===== src/rtl/lrgo_pkg.sv =====
`timescale 1ns / 1ps
`default_nettype none
package lrgo_pkg;

   localparam logic OP_ALLOC = 1'b0;
   localparam logic OP_CLEAR = 1'b1;

   localparam logic POLICY_FIRST = 1'b0;
   localparam logic POLICY_BEST  = 1'b1;

   localparam logic [1:0] STAT_OK   = 2'd0;
   localparam logic [1:0] STAT_FULL = 2'd1;
   localparam logic [1:0] STAT_OVFL = 2'd2;

   localparam int SIZE_BITS  = 33;

   typedef enum logic [1:0] {
      ST_IDLE,
      ST_ALIGN,
      ST_SCAN,
      ST_FINISH
   } state_type;

   typedef struct packed {
      logic rotate;
      logic insert;
      logic clear;
   } cell_ctrl_type;

endpackage
`default_nettype wire


===== src/rtl/lrgo_cell.sv =====
`timescale 1ns / 1ps
`default_nettype none
module lrgo_cell import lrgo_pkg::*; #(
   parameter int OFFSET_BITS = 40,
   parameter int IW = 6
) (
   input  wire logic                    clock,
   input  wire logic                    reset,
   input  wire cell_ctrl_type           ctrl,
   input  wire logic [OFFSET_BITS:0]    new_offset,
   input  wire logic [SIZE_BITS-1:0]    new_size,
   input  wire logic [IW-1:0]           new_slot,
   input  wire logic                    left_valid,
   input  wire logic [OFFSET_BITS:0]    left_offset,
   input  wire logic [SIZE_BITS-1:0]    left_size,
   input  wire logic [IW-1:0]           left_slot,
   input  wire logic                    left_go,
   input  wire logic                    right_valid,
   input  wire logic [OFFSET_BITS:0]    right_offset,
   input  wire logic [SIZE_BITS-1:0]    right_size,
   input  wire logic [IW-1:0]           right_slot,
   output logic                         cell_valid,
   output logic [OFFSET_BITS:0]         cell_offset,
   output logic [SIZE_BITS-1:0]         cell_size,
   output logic [IW-1:0]                cell_slot,
   output logic                         go
);
   logic                 valid_ff, valid_in;
   logic [OFFSET_BITS:0] offset_ff, offset_in;
   logic [SIZE_BITS-1:0] size_ff, size_in;
   logic [IW-1:0]        slot_ff, slot_in;

   // entries sit in ascending offset order; everything above the new one moves right
   assign go = !valid_ff || (offset_ff > new_offset);

   always_comb begin
      valid_in  = valid_ff;
      offset_in = offset_ff;
      size_in   = size_ff;
      slot_in   = slot_ff;
      if (ctrl.clear) begin
         valid_in = 1'b0;
      end else if (ctrl.rotate) begin
         valid_in  = right_valid;
         offset_in = right_offset;
         size_in   = right_size;
         slot_in   = right_slot;
      end else if (ctrl.insert && go) begin
         if (left_go) begin
            valid_in  = left_valid;
            offset_in = left_offset;
            size_in   = left_size;
            slot_in   = left_slot;
         end else begin
            valid_in  = 1'b1;
            offset_in = new_offset;
            size_in   = new_size;
            slot_in   = new_slot;
         end
      end
   end

   always_ff @(posedge clock) begin
      offset_ff <= offset_in;
      size_ff   <= size_in;
      slot_ff   <= slot_in;
      if (reset) begin
         valid_ff <= 1'b0;
      end else begin
         valid_ff <= valid_in;
      end
   end

   assign cell_valid  = valid_ff;
   assign cell_offset = offset_ff;
   assign cell_size   = size_ff;
   assign cell_slot   = slot_ff;
endmodule
`default_nettype wire


===== config.mk =====
export PLATFORM = sky130hd
export DESIGN_NAME = lrgo_cell
export DESIGN_NICKNAME = d
export VERILOG_FILES = /design/src/rtl/lrgo_pkg.sv /design/src/rtl/lrgo_cell.sv
export SDC_FILE = /design/constraint.sdc
export NUM_CORES = 1
export LEC_CHECK = 0
export ABC_AREA = 1
export BUFFER_PORTS_ARGS = -buffer_cell sky130_fd_sc_hd__buf_2
export CAP_MARGIN = 25
export CORE_AREA = 2 2 130 132
export DETAILED_ROUTE_END_ITERATION = 10
export DIE_AREA = 0 0 132 134
export GPL_TIMING_DRIVEN = 0
export MAX_ROUTING_LAYER = met4
export RECOVER_POWER = 100
export SETUP_SLACK_MARGIN = 0.3
export SLEW_MARGIN = 20
export SYNTH_ARGS = -nofsm -noshare
export SYNTH_HDL_FRONTEND = slang
export SYNTH_SLANG_ARGS = --single-unit

===== constraint.sdc =====
create_clock -name clock -period 7.1 [get_ports clock]
set_input_delay 0 -clock clock [delete_from_list [all_inputs] [get_ports clock]]
set_output_delay 0 -clock clock [all_outputs]
set_load 0.005 [all_outputs]

== Word level (Yosys, flattened, before mapping) ==
Cells that the tools add are included.

* Bits in registers: 81
* Bits of input ports: 248
* Output and inout bits: 82

* Magnitude comparators: 1
* Muxes and demuxes: 12
* Bitwise operators: 1
* Reductions and logical operators: 6

{| class="wikitable"
|+ Operators by type and width
! cell !! count
|-
| $mux W41 || 3
|-
| $mux W33 || 3
|-
| $gt A41 B41 Y1 || 1
|-
| $mux W6 || 3
|-
| $mux W1 || 3
|-
| $reduce_and A2 Y1 || 1
|-
| $reduce_bool A2 Y1 || 1
|-
| $reduce_or A2 Y1 || 1
|-
| $logic_and A1 B1 Y1 || 1
|-
| $logic_not A1 Y1 || 1
|-
| $logic_or A1 B1 Y1 || 1
|-
| $not A1 Y1 || 1
|}

== Longest topological paths before layout ==
* Word-level depth: 5
* Depth in mapped cells: 19
* Mapped depth without buffers: 19

== Worst setup path after synthesis ==
OpenSTA, ideal clock, no wires.

* Path kind: register -> register
* From: reg offset_ff[38], in the netlist cell_offset[38]
* To: reg offset_ff[0], in the netlist cell_offset[0], enable pin
* Library setup time: 0.546 ns
* Data arrival time: 5.360 ns
* Data required time: 6.554 ns
* Setup slack: 1.194 ns
* Stages on the path, launching flop included: 13
* Buffers on the path: 0
* Period minus slack after synthesis: 5.906 ns
* Path through: edfxtp_1 ha_1 nand2_1 nor2_2 and2_4 nand3_2 nor2_2 nand2_1 nand3_2 nand2_1 nand2_2 nand2_2 a21oi_1

* Word-level cells in the longest chain between the ends: 5

{| class="wikitable"
|+ RTL lines
! item !! line !! RTL
|-
| from (decl) || lrgo_cell.sv:29 || <nowiki>logic [OFFSET_BITS:0] offset_ff, offset_in;</nowiki>
|-
| from (signal assigned) || lrgo_cell.sv:64 || <nowiki>offset_ff <= offset_in;</nowiki>
|-
| $gt A41 B41 Y1 || lrgo_cell.sv:34 || <nowiki>assign go = !valid_ff || (offset_ff > new_offset);</nowiki>
|-
| $logic_or A1 B1 Y1 || lrgo_cell.sv:34 ||
|-
| via go || lrgo_cell.sv:26 || <nowiki>output logic go</nowiki>
|-
| $logic_and A1 B1 Y1 || lrgo_cell.sv:48 || <nowiki>end else if (ctrl.insert && go) begin</nowiki>
|-
| $reduce_bool A2 Y1 (no source line) || n/a ||
|-
| $reduce_and A2 Y1 (no source line) || n/a ||
|}

The timed path passes the listed nets, and every way through them passes these cells.
A chain may end at the register's enable or synchronous reset.

== Final worst setup path ==
* From: reg offset_ff[24], in the netlist cell_offset[24]
* To: reg offset_ff[40], in the netlist cell_offset[40], enable pin

* Word-level cells in the longest chain between the ends: 5

{| class="wikitable"
|+ RTL lines
! item !! line
|-
| $gt A41 B41 Y1 || lrgo_cell.sv:34
|-
| $logic_or A1 B1 Y1 || lrgo_cell.sv:34
|-
| $logic_and A1 B1 Y1 || lrgo_cell.sv:48
|-
| $reduce_bool A2 Y1 (no source line) || n/a
|-
| $reduce_and A2 Y1 (no source line) || n/a
|}

Every way passes these cells.

==> impl_metrics.toml <==
[synth]
synth_edf_count = 80
synth_fa_ha_area_frac = 0.0983
async_flop_share = 0
syn-cell-area_um2 = 5220
synth_flop_cell = "edfxtp_1"
ys_seq_area_frac = 0.464
synth_top_family_by_area = "compound AO/OA/AOI/OAI gates"
synth_top_area_cell = "edfxtp_1"
synth_seq_cells = 81
ys_top_cells_by_area = "edfxtp_1, ha_1, a21oi_1"
synth_warnings = 0
synth.most_common_cell = "nand2_1"
synth_cell_type_count = 26
syn_area_per_cell_um2 = 8.73
synth_common_cells = "nand2_1, a21oi_1, edfxtp_1"
syn_inst = 598
synth_nets = 887
synth.area.mux_share = 0
synthXorXnorAreaFrac = 0
yosys.area_share.simple = 0.155
synth_top_area_share = 0.460
synth_compound_area_frac = 0.215

[routing]
antenna_left = 0
wire_per_inst_um = 15.5
drt_pass1_iterations = 5
drt-initial-drc-count = 213
via_per_inst = 4.68
dr_total_vias = 5813
wl_um = 19200
drcViolationCount = 0

[worst_hold_path]
hold_class = "input pin to flip-flop"
worstHoldStart = "right_slot[0]"

[worst_setup_path]
cp.arrival_ns = 4.27
cp-startpoint = "cell_offset[24]"
r2r-start = "cell_offset[24]"
worstPathRequired_ns = 7.05
cp-start-kind = "flip-flop"
critPathMaxFanout = 24
path_class = "flip-flop to flip-flop"
endpoint_kind = "flip-flop"

[floorplan]
ios = 330
die_y_um = 134
fp.dieW_um = 132
core_region_area_um2 = 16300
die-area_um2 = 17700
start_util = 0.321
rows = 47

[clocking]
cts-resized-gates = 0
clockRootBuffer = "clkbuf_16"
clk_pin_slew_ns = 0.06
htreeDepth = 3
cts_buffer_depth = 2
insertion_delay_ns = 0.34
cts_made_buffers = 9
postCtsHoldBufs = 74
clock_sinks = 81
postCtsSetupBuffers = 0
cts_tree = "built"

[sta]
setup_slack_ns = 2.78
finalHoldViolations = 0
fin_skew_ns = 0.00655
timing.slew.headroom = 0.148
rsz0062_at_grt = "no"
setup_violations = 0
finalMaxSlewViolations = 0
worstMarginPinSlew_ns = 1.28
setup_tns_ns = 0
period_share = 0.609
max_freq_mhz = 231
fin_crit_ns = 4.32

[layout]
areaGrowthSynthToFinish_pct = 55.5
final_nets = 1304
instances_no_fill = 1241
drive_gt1_frac = 0.287
stdcell_area_um2 = 8120
n_fill_cell = 1654

[placement]
place_area_um2 = 7260
globalplace.congestion = 0.829
port_buffers = 328
placed_cells = 1150
hpwlAfterDp_um = 15000
dp_slack_ns = 4.38

[job]
max_cap_violations = 0

[pwr]
p_total_mw = 1.40
vdd_ir_drop_max_v = 0.000106
powerDensity_nw_per_um2 = 173
leakage_nw = 3.73

[global_routing]
grt_pass1_wl_um = 29900
overflow = 0
grt_pass1_vias = 6090
grt_max_degree = 25
grt_use_total = 0.220
antenna_found_initial = 0

[run_status]
outcome = "complete, no violations"
[area by class of cell]
class,count,area [um^2],share of cell area
clock buffers,10,229,0.0282
inverters,55,206,0.0254
multi-input cells,427,2430,0.300
plain buffers,35,138,0.0170
well taps,220,275,0.0339
clock inverters,6,82.6,0.0102
flip-flops and latches,81,2420,0.298
repair buffers,406,2330,0.287
diodes,1,2.50,0.000308
[state kept, by name (all words and copies together) (netlist names)]
signal / flops
cell_size: 33
cell_valid: 1
cell_slot: 6
cell_offset: 41
[stage by stage]
stage	hold WS [ns]	util
floorplan	0.145	-
global placement	0.272	0.438
detailed placement	0.278	0.446
CTS	0.00235	0.510
global route	0.0265	0.498
finish	0.0149	0.498
[metal layers]
layer | share of wire | vias to the layer above | GRT usage
met5 | 0 | - | -
met4 | 0.021 | 0 | 0.0773
met3 | 0.070 | 31 | 0.0454
met2 | 0.49 | 259 | 0.384
met1 | 0.42 | 2611 | 0.253
li1 | - | 2912 | -
[logic make-up (layout without fill, tap and decap cells)]
logic type               after synthesis  in the layout
AO/OA/AOI/OAI                        184            184
buffers and inverters                 90            512
flip-flops                            81             81
AND/OR/NAND/NOR                      202            202
other                                  0              1
adder cells (fa/ha/maj)               41             41
[worst max-delay path, stage by stage (launching register included)]
cell      delay, ns
edfxtp_1       0.41
ha_1           0.34
nand4_1        0.16
nor2_1         0.22
nand3_2        0.09
nor2_1         0.15
nand2_1        0.08
nand3_2        0.07
nand2_1        0.07
nand2_1        0.09
nand2_1        0.08
a21oi_1        0.23
clkbuf_1       0.91
clkbuf_1       1.01
[cell usage in the layout (no fill, tap or decap), drive strengths merged, types with 3 or more instances in the layout]
cell and n:
nor2 60, edfxtp 80, clkinv 3, o21a 40, o211ai 38, a21oi 101, a21o 3, dlygate4sd3 74
buf 277, inv 54, clkbuf 100, nand3 6, ha 41, nand2 132
[power breakdown]
group          leakage (nW)  switching (mW)  internal [mW]  total (mW)
registers             0.768          0.0143          0.572       0.586
clock network         0.144           0.192          0.306       0.497
logic                  2.82           0.163          0.156       0.320
[worst paths after layout]
path,slack [ns],cells after the start,endpoint
worst max register to register,2.78,13,cell_offset[40]
worst min register to register,0.50,2,cell_valid
worst min-delay path,0.01,3,cell_slot[0]
worst max-delay path,2.78,13,cell_offset[40]
(Power assumes the default switching activity.)
