<file path="src/rtl/lrgo_pkg.sv">
`timescale 1ns / 1ps
`default_nettype none
package lrgo_pkg;

   localparam logic OP_ALLOC = 1'b0;
   localparam logic OP_CLEAR = 1'b1;

   localparam logic POLICY_FIRST = 1'b0;
   localparam logic POLICY_BEST  = 1'b1;

   localparam logic [1:0] STAT_OK   = 2'd0;
   localparam logic [1:0] STAT_FULL = 2'd1;
   localparam logic [1:0] STAT_OVFL = 2'd2;

   localparam int SIZE_BITS  = 33;

   typedef enum logic [1:0] {
      ST_IDLE,
      ST_ALIGN,
      ST_SCAN,
      ST_FINISH
   } state_type;

   typedef struct packed {
      logic rotate;
      logic insert;
      logic clear;
   } cell_ctrl_type;

endpackage
`default_nettype wire

</file>
<file path="src/rtl/lrgo_align.sv">
`timescale 1ns / 1ps
`default_nettype none
module lrgo_align import lrgo_pkg::*; #(
   parameter int ALIGN_BYTES = 64
) (
   input  wire logic                 clock,
   input  wire logic                 reset,
   input  wire logic                 start,
   input  wire logic [31:0]          size_in,
   output logic                      done,
   output logic [SIZE_BITS-1:0]      aligned
);
   // quotient by the alignment as (x * RECIP) >> SHIFT, exact for every x below 2^SIZE_BITS
   localparam int SHIFT = SIZE_BITS + $clog2(ALIGN_BYTES);
   localparam int RB    = SIZE_BITS + 1;
   localparam int HB    = RB / 2;
   localparam int LB    = SIZE_BITS + HB;
   localparam int UB    = SIZE_BITS + RB - HB;
   localparam int PB    = SIZE_BITS + RB;
   localparam logic [79:0] NUMER      = 80'(1) << SHIFT;
   localparam logic [79:0] RECIP_WIDE = (NUMER + 80'(ALIGN_BYTES - 1)) / 80'(ALIGN_BYTES);
   localparam logic [RB-1:0]    RECIP    = RECIP_WIDE[RB-1:0];
   localparam logic [HB-1:0]    RECIP_LO = RECIP[HB-1:0];
   localparam logic [RB-HB-1:0] RECIP_HI = RECIP[RB-1:HB];

   logic [SIZE_BITS-1:0] x_ff, x_in, q_ff, q_in, aligned_ff, aligned_in;
   logic [LB-1:0]        lo_ff, lo_in;
   logic [UB-1:0]        hi_ff, hi_in;
   logic [PB-1:0]        prod;
   logic [2:0]           stage_ff, stage_in;
   logic                 done_ff, done_in;

   // split the multiply in two halves, then shift, then scale back up
   always_comb begin
      x_in       = x_ff;
      lo_in      = lo_ff;
      hi_in      = hi_ff;
      q_in       = q_ff;
      aligned_in = aligned_ff;
      done_in    = done_ff;
      stage_in   = {stage_ff[1:0], start};
      prod       = PB'(lo_ff) + (PB'(hi_ff) << HB);
      if (start) begin
         x_in    = SIZE_BITS'(size_in) + SIZE_BITS'(ALIGN_BYTES - 1);
         done_in = 1'b0;
      end
      if (stage_ff[0]) begin
         lo_in = LB'(x_ff) * LB'(RECIP_LO);
         hi_in = UB'(x_ff) * UB'(RECIP_HI);
      end
      if (stage_ff[1]) begin
         q_in = SIZE_BITS'(prod >> SHIFT);
      end
      if (stage_ff[2]) begin
         aligned_in = q_ff * SIZE_BITS'(ALIGN_BYTES);
         done_in    = 1'b1;
      end
   end

   always_ff @(posedge clock) begin
      x_ff       <= x_in;
      lo_ff      <= lo_in;
      hi_ff      <= hi_in;
      q_ff       <= q_in;
      aligned_ff <= aligned_in;
      if (reset) begin
         stage_ff <= '0;
         done_ff  <= 1'b0;
      end else begin
         stage_ff <= stage_in;
         done_ff  <= done_in;
      end
   end

   assign done    = done_ff;
   assign aligned = aligned_ff;
endmodule
`default_nettype wire

</file>
<file path="config.mk">
export PLATFORM = sky130hd
export DESIGN_NAME = lrgo_align
export DESIGN_NICKNAME = d
export VERILOG_FILES = /design/src/rtl/lrgo_pkg.sv /design/src/rtl/lrgo_align.sv
export SDC_FILE = /design/constraint.sdc
export NUM_CORES = 1
export LEC_CHECK = 0
export BUFFER_PORTS_ARGS = -buffer_cell sky130_fd_sc_hd__buf_2
export CORE_MARGIN = 2
export CORE_UTILIZATION = 25
export DETAILED_ROUTE_END_ITERATION = 8
export PLACE_DENSITY = 0.46
export SYNTH_ARGS = -nofsm -noshare
export SYNTH_HDL_FRONTEND = slang
export SYNTH_SLANG_ARGS = --single-unit
</file>
<file path="constraint.sdc">
create_clock -name clock -period 1.4 [get_ports clock]
set_input_delay 0.07 -clock clock [delete_from_list [all_inputs] [get_ports clock]]
set_output_delay 0.07 -clock clock [all_outputs]
set_load 0.005 [all_outputs]
</file>
== After elaboration in Yosys (flattened, before gate mapping) ==
Index checks and enable logic that the tools add are counted.

* Register bits: 124
* Word-level logic and storage cells: 10

* Reductions and logical operators: 1
* Add/subtract/negate cells: 1
* Multiplexer cells: 2

{| class="wikitable"
|+ Operators by type and width
! operator !! count
|-
| adder 32 x 6 -> 33 bit, second input constant || 1
|-
| 2-to-1 mux 1 bit || 2
|-
| nonzero test 2 bit || 1
|}

== Longest topological paths before layout ==
Gate-level depths: netlist of the first run.

* Depth in word-level cells: 2
* Gate-level depth with buffers: 6

== Least setup slack after synthesis of the first run ==
Ideal clock, no wire load.

* Kind: input to register
* From: input size_in[2]
* To: register x_ff[21] (data pin)
* Arrival time: 1.174 ns
* Path slack: -0.045 ns
* Cell stages on the path: 4
* Setup time: 0.271 ns
* Path through: or4_4 > o21ai_1 > nor4_1 > xor2_1

* Word-level cells in the longest chain between the ends: 1

{| class="wikitable"
|+ Ends and longest elaborated chain
! what !! RTL line !! source
|-
| start: declaration || lrgo_align.sv:9 || <nowiki>input wire logic [31:0] size_in,</nowiki>
|-
| adder 32 x 6 -> 33 bit || lrgo_align.sv:44 || <nowiki>x_in = SIZE_BITS'(size_in) + SIZE_BITS'(ALIGN_BYTES - 1);</nowiki>
|-
| end signal: assignment || lrgo_align.sv:61 || <nowiki>x_ff <= x_in;</nowiki>
|-
| end: declaration || lrgo_align.sv:26 || <nowiki>logic [SIZE_BITS-1:0] x_ff, x_in, q_ff, q_in, aligned_ff, aligned_in;</nowiki>
|}

Every way passes these cells.
A chain may end at the register's enable or synchronous reset.

== Final worst setup path of the first run ==
* From: input size_in[2]
* To: register x_ff[28] (data pin)

The elaborated chain is that of the path after synthesis.

==> flow_summary.ini, run 1 <==
[clock_network]
hold_buffers = 1
cts_buffers = 9
cts_tree = yes
postCtsSetupBuffers = 0
clock-sinks = 112
clock_latency_ns = 0.33
ctsResizeCount = 0
ctsHtreeMaxLevel = 3
cts_root_buf = clkbuf_16
path_clk_slew_ns = 0.06
clock_tree.buffer_depth = 2

[die]
die_area_mm2 = 0.0170
pin_count = 69
die_w_um = 131
dieHeight_um = 131
core_area_mm2 = 0.0158
floorplan.initialDensity_pct = 25.4
num_rows = 46

[cells_and_area]
diodes = 0
fillers = 1567
drive_above_1_share_pct = 30.2
multiInputGateArea_um2 = 617
syn_to_final_growth_pct = 24.2
register_area_mm2 = 0.00332
stdcell_count = 517
nets = 331

[drt]
drc = 0
num_vias = 1859
first_pass_iters = 4
viasPerCell = 3.60
drt-initial-drc-count = 69
ant_nets = 0
wl_um = 5560
wire_per_inst_um = 10.7

[worst_hold_path]
holdPathStages = 2
hold_class = in -> reg

[yosys]
synth_flop_cell = edfxtp_1
ys.warnings.count = 0
async_flop_share_pct = 0
synth_top_cell_by_area = edfxtp_1
synth.area.mux_share_pct = 0
synthCells = 215
synth_top_family_by_area = simple AND/OR/NAND/NOR gates
synth-simple-area-share_pct = 8.62
yosysMostFrequentCell = edfxtp_1
synthXorXnorAreaFrac_pct = 5.47
avgSynthCellArea_um2 = 18.6
synth_compound_area_share_pct = 0.625
synthTopCellsByArea = edfxtp_1, xnor2_1, nand4_1
synthAdderAreaFrac_pct = 0
synth_edf_count = 108
ys_ff_latch = 112
synth.distinct_cells = 28
ys_seq_area_share_pct = 83.0
synth_area_mm2 = 0.00401
synth_common_cells = edfxtp_1, xnor2_1, nand4_1
synth.top_cell.area_share_pct = 81.0

[power]
seqPwrFrac_pct = 60.1
comb_power_share_pct = 3.9
power.switching_w = 0.00114
power.leakage_nw = 1.71
p_clk_share_pct = 36.0
power_density_mw_per_mm2 = 1300
sw_frac_of_total_pct = 17.7
power_w = 0.00644
p_int_w = 0.00530
vdd_drop_max_mv = 0.595

[worst_setup_path]
startpoint_type = input port
cp.arrival_ns = 1.27
worst_path_dominant_cell_family = simple AND/OR/NAND/NOR gates
critPathKind = in -> reg
cp_data_required_time_ns = 1.48
cp_max_fo = 17
cp_cell_sequence = buf_2 -> or4_4 -> o21a_1 -> buf_12 -> nand4_1 -> xnor2_1
worst-path-buf-inv = 2
max_stage_delay_ns = 0.55
critical_path_depth = 6
critical-path-slowest-cell = or4_4
end_kind = register
r2r_cells = 1

[place]
place_hpwl_um = 4290
port_buffers = 62
dp.cells = 500
gp_congestion = 0.696

[global_route]
grt_pass1_wl_um = 9120
antenna_found_initial = 0
grt_pass1_vias = 1897
grt_max_degree = 29
grt-ovfl-total = 0
gr-usage-all-layers_pct = 7.06

[timing]
clock_skew_ns = 0.00657
rsz0062_at_grt = no
fmax_mhz = 839
finalCritPeriodShare_pct = 85.1
slew_viol_final = 0
finalHoldViolCount = 0
finalSetupViolCount = 0
fin_crit_ns = 1.19

[outcome]
status = finished, final reports clean

[job]
max_cap_violations = 0
[cells by family after synthesis]
kind of cell / count (synthesis)
AOI/OAI and AO/OA: 4
xor gates and xnor gates: 25
DFF: 112
and+or+nand+nor: 61
other: 1
buffers and inverters: 12
[stage by stage]
stage / worst slack [ns] / hold WS [ns] / TNS, ns / util (%) / area [µm²]
3_5_place_dp: -0.143 / 0.274 / -2.84 / 29.7 / 4680
6_report: 0.209 / 0.0518 / 0 / 31.5 / 4970
3_3_place_gp: -0.127 / 0.274 / -2.64 / 29.7 / 4680
2_1_floorplan: -0.0452 / 0.137 / -0.504 / - / 4030
5_1_grt: 0.153 / 0.0581 / 0 / 31.5 / 4970
4_1_cts: 0.221 / 0.0346 / 0 / 31.5 / 4970
[metal layers]
layer,global-route usage [%],routed length [µm]
met5,0,0
met1,8.64,2580
met4,4.88,156
met3,2.16,253
met2,10.7,2570
[path summary, 6_finish.rpt]
kind	startpoint	to	slack (ns)
worst max-delay path	size_in[2]	x_ff[28]	0.21
worst min-delay path	size_in[31]	x_ff[31]	0.05
worst max register to register	stage_ff[1]	q_ff[8]	0.44
worst min register to register	hi_ff[29]	q_ff[7]	0.41
[power groups by stage]
stage	Clock, W	Sequential (W)	Combinational [W]
floorplan	0	0.00395	0.0000983
global placement	0	0.00394	0.000252
detailed placement	0	0.00394	0.000254
CTS	0.00242	0.00387	0.000257
global route	0.00255	0.00389	0.000286
finish	0.00232	0.00387	0.000252
[sequential cells by signal, summed over array words and instances, names as in the netlist]
| name | count |
|---|---|
| aligned | 27 |
| done | 1 |
| hi_ff | 27 |
| q_ff | 27 |
| stage_ff | 3 |
| x_ff | 27 |
[placed cells by master (no fill, tap or decap)]
cell type      netlist  layout
nand4_1             13      13
o21a_1               1       1
buf_4                6       8
edfxtp_1           108     108
inv_1                1       1
bufinv_16            0       1
xor2_1               7       7
clkbuf_16            0       9
and2_1               3       3
and3_1               4       4
and4_2               1       1
o21ai_1              1       1
or4_4                1       1
clkbuf_1             1       1
dfxtp_1              4       4
a21oi_1              1       1
or2_2                2       2
dlygate4sd3_1        0       1
nor4_1               6       6
conb_1               1       6
and4_1               2       2
o211ai_1             1       1
nand3_1             12      11
nor2b_1              2       2
buf_12               0       5
clkinv_2             0       1
nand3_2              0       1
clkinv_1             0       4
nor2_1               6       6
buf_2                2      62
nor3_1               2       2
nand2_1              7       7
xnor2_1             18      18
[layout make-up]
| cell class | instances | area share [%] |
|---|---|---|
| tap | 216 | 5.43 |
| timing repair buffer | 76 | 9.66 |
| multi-input combinational | 96 | 12.4 |
| sequential | 112 | 66.8 |
| clock buffer | 10 | 4.60 |
| clock inverter | 6 | 1.01 |
| inverter | 1 | 0.0755 |
Note: power is estimated with default switching activity, not from simulation.
==> inputs of run 2 (changes only) <==
--- a/config.mk
+++ b/config.mk
@@ -5,6 +5,7 @@
 export SDC_FILE = /design/constraint.sdc
 export NUM_CORES = 1
 export LEC_CHECK = 0
+export ABC_AREA = 1
 export BUFFER_PORTS_ARGS = -buffer_cell sky130_fd_sc_hd__buf_2
 export CORE_MARGIN = 2
 export CORE_UTILIZATION = 25
==> flow_summary.ini, run 2 <==
[power]
power_density_mw_per_mm2 = 1310
power.leakage_nw = 1.96
vdd_drop_max_mv = 0.551

[die]
dieHeight_um = 135
floorplan.initialDensity_pct = 25.7
pin_count = 69
core_area_mm2 = 0.0167
die_w_um = 135
num_rows = 47
die_area_mm2 = 0.0182

[worst_setup_path]
max_stage_delay_ns = 0.53
end_kind = register
worst-path-buf-inv = 1
cp_data_required_time_ns = 1.45
startpoint_type = register
critPathKind = reg -> reg
critical_path_depth = 1
cp_cell_sequence = buf_12
cp.arrival_ns = 1.12
cp_max_fo = 22
r2r_cells = 1
worst_path_dominant_cell_family = flip-flops
critical-path-slowest-cell = dfxtp_1

[global_route]
busiest_layer = met2
antenna_found_initial = 0
grt_pass1_vias = 2372
met2_usage_pct = 15.8
use_met1_pct = 11.0
met3_usage_pct = 2.06
gr-usage-all-layers_pct = 9.45
grt_pass1_wl_um = 12700
grt_max_degree = 29
grt-ovfl-total = 0

[drt]
ant_nets = 0
viasPerCell = 3.89
wire_per_inst_um = 13.3
drt-initial-drc-count = 149
num_vias = 2320
drc = 0
first_pass_iters = 4
wl_um = 7920

[cells_and_area]
multiInputGateArea_um2 = 878
drive_above_1_share_pct = 29.0
nets = 406
syn_to_final_growth_pct = 22.8
layout_commonest_cell = edfxtp_1
fillers = 1673
diodes = 0
final_cell_mix = edfxtp_1, nand2_1, buf_2
register_area_mm2 = 0.00332

[yosys]
synth_top_cell_by_area = edfxtp_1
async_flop_share_pct = 0
ys.warnings.count = 0
synth_area_mm2 = 0.00429
synth_common_cells = edfxtp_1, nand2_1, nor2_1
avgSynthCellArea_um2 = 14.7
synthTopCellsByArea = edfxtp_1, nand2_1, nor2_1
synth.top_cell.area_share_pct = 75.6
synth_flop_cell = edfxtp_1
ys_ff_latch = 112
synth_edf_count = 108
ys_seq_area_share_pct = 77.4
synthCells = 291
yosysMostFrequentCell = edfxtp_1
synth.distinct_cells = 26

[timing]
fin_tns_setup_ns = 0
clock_skew_ns = 0.00923
rsz0062_at_grt = no
finalCritPeriodShare_pct = 76.4
fmax_mhz = 935
slew_viol_final = 0
fin_crit_ns = 1.07
finalHoldViolCount = 0
finalSetupViolCount = 0
timing.hold.ws_ns = 0.0241

[clock_network]
path_clk_slew_ns = 0.07
clock-sinks = 112
cts_buffers = 9
clock_tree.buffer_depth = 2
cts_tree = yes
ctsHtreeMaxLevel = 3
clock_latency_ns = 0.35
ctsResizeCount = 0
postCtsSetupBuffers = 0
cts_root_buf = clkbuf_16

[worst_hold_path]
holdPathStages = 3
hold_class = in -> reg

[place]
port_buffers = 62
place_hpwl_um = 5910
gp_congestion = 0.852

[job]
max_cap_violations = 0

[outcome]
status = finished, final reports clean
[run 2: cell types whose count changed in the layout (fill, tap and decap cells not counted), moves of 4 or more]
| cell | previous run | this run |
|---|---|---|
| clkinv_1 | 4 | 0 |
| nand2_1 | 7 | 64 |
| nor2_2 | 0 | 5 |
| nor2_1 | 6 | 30 |
| nor2_4 | 0 | 4 |
| buf_4 | 8 | 4 |
| inv_1 | 1 | 15 |
| xnor2_1 | 18 | 0 |
| nor4_1 | 6 | 0 |
| nand3_1 | 11 | 6 |
| nand3b_1 | 0 | 6 |
[run 2: layout make-up]
| type | instances | share of cell area (%) |
|---|---|---|
| inverters | 17 | 1.21 |
| clock inverters | 7 | 1.80 |
| repair buffers | 70 | 7.79 |
| multi-input cells | 161 | 16.7 |
| clock buffers | 9 | 4.27 |
| well taps | 220 | 5.22 |
| flip-flops and latches | 112 | 63.0 |
[run 2: logic make-up after synthesis]
kind of cell | after synthesis | synth area share, %
AO/OA/AOI/OAI | 5 | 0.583
XOR/XNOR | 10 | 2.04
AND/OR/NAND/NOR | 140 | 17.3
buffers and inverters | 23 | 2.54
flip-flops | 112 | 77.4
other | 1 | 0.0874
[run 2: layer usage]
layer	vias to the layer above	wire length [µm]
met5	-	0
met4	0	277
met3	17	354
met2	55	3910
met1	1071	3380
li1	1177	-
[run 2: worst paths after layout]
check / from / endpoint / slack (ns)
min: size_in[31] / x_ff[31] / 0.02
max reg2reg: stage_ff[2] / aligned[20] / 0.33
max: stage_ff[2] / aligned[20] / 0.33
min reg2reg: hi_ff[30] / q_ff[8] / 0.42
[run 2: through the flow]
stage	cell area, µm²	total power, W	setup WS (ns)	instances	utilization (%)
floorplan	4310	0.00411	0.140	296	-
global route	5270	0.00722	0.270	596	31.6
finish	5270	0.00693	0.331	596	31.6
detailed placement	4940	0.00430	0.0277	579	29.6
global placement	4940	0.00429	0.0743	579	29.6
CTS	5270	0.00705	0.312	596	31.6
[run 2: power by group]
group,internal [W],switching (W)
Sequential,0.00386,0.0000408
Combinational,0.000106,0.000206
Clock,0.00157,0.00114
[run 2: repair_timing]
item | CTS | global route
endpoints found under the setup margin | 0 | 0
hold buffers | 1 | 0
hold endpoints to repair | 4 | 0
